$ cat src/design/mfrf_pkg.sv
`default_nettype none

package mfrf_pkg;

    // duplicate cache geometry
    localparam int CACHE_DEPTH = 16;
    localparam int PTR_W       = (CACHE_DEPTH > 1) ? $clog2(CACHE_DEPTH) : 1;

    // frame size limits
    localparam logic [8:0] HEADER_BYTES  = 9'd6;
    localparam logic [8:0] PHONE_MAX_LEN = 9'd254;
    localparam logic [8:0] RELAY_MAX_LEN = 9'd256;
    localparam logic [7:0] TEAM_MIN_BODY = 8'd2;

    // verdict codes
    localparam logic [1:0] VERDICT_ACCEPT = 2'd0;
    localparam logic [1:0] VERDICT_SHORT  = 2'd1;
    localparam logic [1:0] VERDICT_OWN    = 2'd2;
    localparam logic [1:0] VERDICT_DUP    = 2'd3;

    // register indexes
    localparam int CFG_IDX_W = 3;
    localparam logic [CFG_IDX_W-1:0] REG_OWN_NODE    = 3'd0;
    localparam logic [CFG_IDX_W-1:0] REG_OWN_TEAM    = 3'd1;
    localparam logic [CFG_IDX_W-1:0] REG_PHONE       = 3'd2;
    localparam logic [CFG_IDX_W-1:0] REG_START_ON    = 3'd3;
    localparam logic [CFG_IDX_W-1:0] REG_STATE_CODE  = 3'd4;
    localparam logic [CFG_IDX_W-1:0] REG_START_CODE  = 3'd5;

    typedef struct packed {
        logic [7:0]  frame_type;
        logic [7:0]  origin_node;
        logic [15:0] sequence_req;
        logic [7:0]  hops_left;
        logic [7:0]  body_length;
        logic [7:0]  sender_team;
        logic [8:0]  frame_length;
    } frame_word_t;

    typedef struct packed {
        logic [1:0] verdict;
        logic       to_phone;
        logic       do_relay;
        logic [7:0] relay_hops;
        logic       start_deliver;
    } result_word_t;

    typedef struct packed {
        logic [7:0] own_node_id;
        logic [7:0] own_team_id;
        logic       phone_linked;
        logic       start_handler_on;
        logic [7:0] state_type_code;
        logic [7:0] start_type_code;
    } cfg_t;

    // cache scan status back to the sequencer
    typedef struct packed {
        logic done;
        logic hit;
    } scan_status_t;

endpackage

`default_nettype wire

$ cat src/design/mfrf_cache.sv
`default_nettype none

module mfrf_cache (
    input  wire logic                  clk,
    input  wire logic                  rst_n,
    input  wire logic                  start,
    input  wire logic [7:0]            origin,
    input  wire logic [15:0]           sequence_req,
    output mfrf_pkg::scan_status_t     status
);

    // entry storage, no reset: only read behind a valid bit
    logic [7:0]  origin_mem [mfrf_pkg::CACHE_DEPTH];
    logic [15:0] seq_mem    [mfrf_pkg::CACHE_DEPTH];

    logic [mfrf_pkg::CACHE_DEPTH-1:0] valid_reg;
    logic [mfrf_pkg::PTR_W-1:0]       idx_reg;
    logic [mfrf_pkg::PTR_W-1:0]       ptr_reg;
    logic                             scan_reg;

    logic match;
    logic last;
    logic insert;

    // one entry compared per cycle
    assign match  = scan_reg && valid_reg[idx_reg]
                    && (origin_mem[idx_reg] == origin)
                    && (seq_mem[idx_reg] == sequence_req);
    assign last   = (idx_reg == mfrf_pkg::PTR_W'(mfrf_pkg::CACHE_DEPTH - 1));
    assign insert = scan_reg && last && !match;

    assign status.done = scan_reg && (match || last);
    assign status.hit  = match;

    // scan sequencer and ring pointer
    always_ff @(posedge clk or negedge rst_n)
    begin
        if (!rst_n)
        begin
            scan_reg  <= 1'b0;
            idx_reg   <= '0;
            ptr_reg   <= '0;
            valid_reg <= '0;
        end
        else
        begin
            if (start)
            begin
                scan_reg <= 1'b1;
                idx_reg  <= '0;
            end
            else if (scan_reg)
            begin
                if (match || last)
                    scan_reg <= 1'b0;
                else
                    idx_reg <= idx_reg + 1'b1;
            end
            if (insert)
            begin
                valid_reg[ptr_reg] <= 1'b1;
                if (ptr_reg == mfrf_pkg::PTR_W'(mfrf_pkg::CACHE_DEPTH - 1))
                    ptr_reg <= '0;
                else
                    ptr_reg <= ptr_reg + 1'b1;
            end
        end
    end

    // new pair written at the ring pointer
    always_ff @(posedge clk)
    begin
        if (insert)
        begin
            origin_mem[ptr_reg] <= origin;
            seq_mem[ptr_reg]    <= sequence_req;
        end
    end

endmodule

`default_nettype wire

$ cat src/design/mfrf_decide.sv
`default_nettype none

module mfrf_decide (
    input  wire mfrf_pkg::frame_word_t  frame,
    input  wire mfrf_pkg::cfg_t         cfg,
    input  wire logic [1:0]             verdict,
    output mfrf_pkg::result_word_t      result
);

    logic       ok;
    logic       blocked;
    logic       start_hit;
    logic       phone;
    logic       relay;
    logic [9:0] need_len;

    // frame needs header plus body to reach the start handler
    assign need_len = 10'(mfrf_pkg::HEADER_BYTES) + 10'(frame.body_length);

    // player-state privacy filter
    assign blocked = (frame.frame_type == cfg.state_type_code)
                     && (frame.body_length >= mfrf_pkg::TEAM_MIN_BODY)
                     && (frame.sender_team != cfg.own_team_id);

    assign ok        = (verdict == mfrf_pkg::VERDICT_ACCEPT);
    assign start_hit = ok && (frame.frame_type == cfg.start_type_code)
                       && cfg.start_handler_on
                       && (need_len <= 10'(frame.frame_length));
    assign phone     = ok && !blocked && cfg.phone_linked
                       && (frame.frame_length <= mfrf_pkg::PHONE_MAX_LEN);
    assign relay     = ok && !blocked && (frame.hops_left != 8'd0)
                       && (frame.frame_length <= mfrf_pkg::RELAY_MAX_LEN);

    always_comb
    begin
        result.verdict       = verdict;
        result.to_phone      = phone;
        result.do_relay      = relay;
        result.relay_hops    = relay ? (frame.hops_left - 8'd1) : 8'd0;
        result.start_deliver = start_hit;
    end

endmodule

`default_nettype wire

$ cat src/design/mesh_flood_relay_filter_top.sv
// channel   direction  handshake                   word
// frame     in         frame_valid / frame_stall   frame_word_t, one parsed header
// result    out        result_valid / result_stall result_word_t, one per frame
// config    in         cfg_we, cfg_index, cfg_data one register per write
//
// a frame rejected on length or origin goes from ST_CHECK straight to ST_EMIT
// a frame that reaches the duplicate cache passes through ST_SCAN on its way to ST_EMIT:
// the cache compares one entry per cycle through a single comparator
// rst_n clears the sequencer, config and output valid registers, valid bits and ring pointer at once
// frame_stall is high from accept until the result is loaded into the output
// register; a stalled result holds there while the next frame is taken in
`default_nettype none

module mesh_flood_relay_filter_top (
    input  wire logic                                  clk,
    input  wire logic                                  rst_n,
    input  wire logic                                  frame_valid,
    output logic                                       frame_stall,
    input  wire mfrf_pkg::frame_word_t                 frame,
    output logic                                       result_valid,
    input  wire logic                                  result_stall,
    output mfrf_pkg::result_word_t                     result,
    input  wire logic                                  cfg_we,
    input  wire logic [mfrf_pkg::CFG_IDX_W-1:0]        cfg_index,
    input  wire logic [7:0]                            cfg_data
);

    typedef enum logic [3:0] {
        ST_IDLE  = 4'b0001,
        ST_CHECK = 4'b0010,
        ST_SCAN  = 4'b0100,
        ST_EMIT  = 4'b1000
    } state_t;

    state_t                 state_reg, state_next;
    mfrf_pkg::frame_word_t  frame_reg;
    mfrf_pkg::cfg_t         cfg_reg;
    logic [1:0]             verdict_reg, verdict_next;
    logic                   out_valid_reg;
    mfrf_pkg::result_word_t out_word_reg;
    mfrf_pkg::result_word_t decided;
    mfrf_pkg::scan_status_t scan_status;
    logic                   take;
    logic                   scan_start;
    logic                   out_free;
    logic                   emit;

    assign frame_stall  = (state_reg != ST_IDLE);
    assign take         = frame_valid && !frame_stall;
    assign out_free     = !out_valid_reg || !result_stall;
    assign emit         = (state_reg == ST_EMIT) && out_free;
    assign result_valid = out_valid_reg;
    assign result       = out_word_reg;

    // sequencer
    always_comb
    begin
        state_next   = state_reg;
        verdict_next = verdict_reg;
        scan_start   = 1'b0;
        case (state_reg)
            ST_IDLE:
            begin
                if (take)
                    state_next = ST_CHECK;
            end
            ST_CHECK:
            begin
                if (frame_reg.frame_length < mfrf_pkg::HEADER_BYTES)
                begin
                    verdict_next = mfrf_pkg::VERDICT_SHORT;
                    state_next   = ST_EMIT;
                end
                else if (frame_reg.origin_node == cfg_reg.own_node_id)
                begin
                    verdict_next = mfrf_pkg::VERDICT_OWN;
                    state_next   = ST_EMIT;
                end
                else
                begin
                    scan_start = 1'b1;
                    state_next = ST_SCAN;
                end
            end
            ST_SCAN:
            begin
                if (scan_status.done)
                begin
                    verdict_next = scan_status.hit ? mfrf_pkg::VERDICT_DUP
                                                   : mfrf_pkg::VERDICT_ACCEPT;
                    state_next   = ST_EMIT;
                end
            end
            ST_EMIT:
            begin
                if (out_free)
                    state_next = ST_IDLE;
            end
            default:
            begin
                state_next = ST_IDLE;
            end
        endcase
    end

    // control registers and configuration
    always_ff @(posedge clk or negedge rst_n)
    begin
        if (!rst_n)
        begin
            state_reg     <= ST_IDLE;
            out_valid_reg <= 1'b0;
            cfg_reg       <= '0;
        end
        else
        begin
            state_reg <= state_next;
            if (emit)
                out_valid_reg <= 1'b1;
            else if (!result_stall)
                out_valid_reg <= 1'b0;
            if (cfg_we)
            begin
                case (cfg_index)
                    mfrf_pkg::REG_OWN_NODE:   cfg_reg.own_node_id      <= cfg_data;
                    mfrf_pkg::REG_OWN_TEAM:   cfg_reg.own_team_id      <= cfg_data;
                    mfrf_pkg::REG_PHONE:      cfg_reg.phone_linked     <= cfg_data[0];
                    mfrf_pkg::REG_START_ON:   cfg_reg.start_handler_on <= cfg_data[0];
                    mfrf_pkg::REG_STATE_CODE: cfg_reg.state_type_code  <= cfg_data;
                    mfrf_pkg::REG_START_CODE: cfg_reg.start_type_code  <= cfg_data;
                    default: ;
                endcase
            end
        end
    end

    // payload registers
    always_ff @(posedge clk)
    begin
        if (take)
            frame_reg <= frame;
        verdict_reg <= verdict_next;
        if (emit)
            out_word_reg <= decided;
    end

    mfrf_cache u_cache (
        .clk          (clk),
        .rst_n        (rst_n),
        .start        (scan_start),
        .origin       (frame_reg.origin_node),
        .sequence_req (frame_reg.sequence_req),
        .status       (scan_status)
    );

    mfrf_decide u_decide (
        .frame   (frame_reg),
        .cfg     (cfg_reg),
        .verdict (verdict_reg),
        .result  (decided)
    );

endmodule

`default_nettype wire

$ cat config.mk
export PLATFORM = sky130hd
export DESIGN_NAME = mesh_flood_relay_filter_top
export DESIGN_NICKNAME = d
export VERILOG_FILES = /design/src/design/mfrf_pkg.sv /design/src/design/mfrf_cache.sv /design/src/design/mfrf_decide.sv /design/src/design/mesh_flood_relay_filter_top.sv
export SDC_FILE = /design/constraint.sdc
export NUM_CORES = 1
export LEC_CHECK = 0
export BUFFER_PORTS_ARGS = -buffer_cell sky130_fd_sc_hd__clkbuf_2
export CAP_MARGIN = 20
export CORE_UTILIZATION = 29
export DETAILED_ROUTE_END_ITERATION = 12
export MAX_ROUTING_LAYER = met4
export PLACE_DENSITY_LB_ADDON = 0.08
export SLEW_MARGIN = 40
export SYNTH_ARGS = -nofsm -noshare
export SYNTH_HDL_FRONTEND = slang
export SYNTH_HIERARCHICAL = 1
export SYNTH_SLANG_ARGS = --single-unit
$ cat constraint.sdc
create_clock -name clk -period 7.5 [get_ports clk]
set_input_delay 2.25 -clock clk [delete_from_list [all_inputs] [get_ports clk]]
set_output_delay 2.25 -clock clk [all_outputs]
set_load 0.05 [all_outputs]
==> run summary <==
status = finished, violations left
failing checks = design-rule violations
First-pass DRT Iterations = 8
Mapped Cells = 1,129
critical path launch point type = flop
Clock Latency Late Sink = 620 ps
die area = 0.0747 mm2
CTS tree = built
reg-to-reg startpoint = u_cache/idx_reg[3]
initial core utilization = 0.293
clock skew = 25.6 ps
Post-synth EDFFs = 464
Detail Route Antenna Nets = 0
Synth Flop Type = edfxtp_1
Vert. Die Dim = 273 um
synth unique cells = 71
setup TNS = 0 ps
Seq/Total Area, Yosys = 0.727
leakage dissipation = 8.65 nW
Longest Clk Path Bufs = 3
Crit Reg-Reg Endpoint = u_cache/seq_mem[3][13]
FF-to-FF path depth = 12
Core Util, Final = 0.345
routed vias = 10,600
Top Family by Delay on Critical Path = buffers and inverters
RSZ-0062 raised after global routing = false
Avg Vias per Cell = 4.65
synth top area cells = edfxtp_1, mux4_2, dfrtp_1
Final period util = 0.681
routability cong. = 0.726
Slew Viols, Final = 0
most frequent CP cell = buf_4
Yosys reg bits = 528
Worst Hold Class = reg2reg
Post-CTS Setup Inserts = 0
average size of a mapped cell = 18.9 um2
commonest non-fill, non-tap cell in the layout = edfxtp_1
max FFs per register = 256
Data arrival, critical path = 5340 ps
Endpoint, Worst Hold = result[11]
Worst Tran Pin Value = 792 ps
antenna violations before repair = 0
Reg2Reg Setup Slack = 2400 ps
DRC violations left = 4
hold path cells = 0
synthesis-to-finish area growth = 17.8%
PwrDens = 354 mW/mm2
PortBufs = 95
worst hold path startpoint = verdict_reg[0]
critical path fanouts, max = 28
Mapped Area = 0.0214 mm2
asr flop ratio synth = 0.121
CTS root buf = clkbuf_16
CTS Buf Count = 61
max_slew headroom = 0.470
commonest cells after routing, fill and taps aside = edfxtp_1, clkbuf_2, mux4_2, clkbuf_16, dfrtp_1
yosys warns = 6
Place WS = 2330 ps
slack of the critical path = 2400 ps
final WL = 53,100 um
Worst-path clk slew = 60 ps
HPWL after detailed placement = 31,200 um
final setup vio count = 0
Final Hold Vio Count = 0
largest net degree at the start of global routing = 65
Critical-path top delay cell = dfrtp_2
WP buf/inv = 3
layout cells sized above 1 = 0.270
post-synth net total = 1,227
area share of the largest cell type after synthesis = 0.652
CP Capture Type = flop
GRT Residual Overflow = 0
Max-Cap Viols = 0
nets = 1,371
Rows = 99
routed len/inst = 23.3 um
GRT Overall Usage = 0.149
I/O pin count = 96
DRT iter0 DRCs = 443
Yosys top cell by area = edfxtp_1
worst-path cell chain = buf_4, buf_4, mux4_2, a22oi_1, nand2_1, xnor2_1, and4_1, o2111ai_1, o2111a_1, nand2_2, nor3_2, buf_4
CP peak stage delay = 820 ps
clk sink count = 528
Final min period = 5100 ps
H-tree depth = 2
fmax = 196 MHz
CORE AREA = 0.0730 mm2
Die Wd = 273 um
critical path required time = 7740 ps
cts repair resizes = 0
peak supply drop = 0.000204 V
hold_buf cts = 0
Setup Crit Path Kind = reg2reg
first-pass GRT wire length = 77,700 um
vias in the first global route = 11,300
-- per-stage QoR --
step / std cells / power [mW] / instance area, um2 / hold WS (ps)
detailed placement: 2169 / 6.09 / 23200 / 437
CTS: 2282 / 9.10 / 25200 / 450
global placement: 2162 / 6.07 / 23000 / 442
finish: 2283 / 8.91 / 25200 / 449
floorplan: 1129 / 5.37 / 21400 / 428
global route: 2282 / 9.37 / 25200 / 475
-- Yosys cell counts, drive strengths merged (23+ instances only) --
cell	number
inv	23
mux2	35
dfrtp	63
xnor2	35
buf	35
nand2	31
mux2i	56
xor2	37
a22oi	27
mux4	84
nor2	38
edfxtp	464
-- how the worst max path moves through the flow --
stage,cells past startpoint,end,from,slack (ps)
floorplan,2,frame_reg[0],frame_valid,2010
finish,12,u_cache/seq_mem[3][13],u_cache/idx_reg[3],2400
detailed placement,11,u_cache/seq_mem[3][9],u_cache/idx_reg[0],2330
global placement,10,u_cache/origin_mem[11][4],u_cache/idx_reg[1],2060
global route,11,u_cache/seq_mem[3][13],u_cache/idx_reg[0],2040
CTS,11,u_cache/seq_mem[3][8],u_cache/idx_reg[0],2290
-- layer usage --
layer | track usage | wire length (um) | vias to the layer above
li1 | - | - | 4811
met1 | 0.198 | 24300 | 5538
met2 | 0.236 | 25600 | 185
met3 | 0.0236 | 2040 | 77
met4 | 0.0398 | 1080 | 0
met5 | - | 0 | -
-- report_power, final --
group          total (mW)  internal, mW  leakage, nW  switching (mW)
sequential           3.90          3.57         5.00           0.338
combinational        2.05         0.921         2.66            1.13
clock                2.95          1.76        0.988            1.19
total                8.91          6.25         8.65            2.66
-- layout make-up --
type,instances,area (um2)
inverter,23,86.3
fill,6861,47800
timing repair buffer,126,823
multi-input combinational,533,5510
tap,959,1200
antenna,1,2.50
clock inverter,32,278
sequential,528,15500
clock buffer,81,1720
-- kinds of logic after synthesis --
logic type	after synthesis	synth area share
flops	528	0.727
mux	175	0.135
fa+ha+maj	17	0.00996
buf+inv	68	0.0183
xor+xnor	72	0.0295
compound gates	95	0.0325
simple gates	174	0.0469
(Power assumes the default switching activity.)
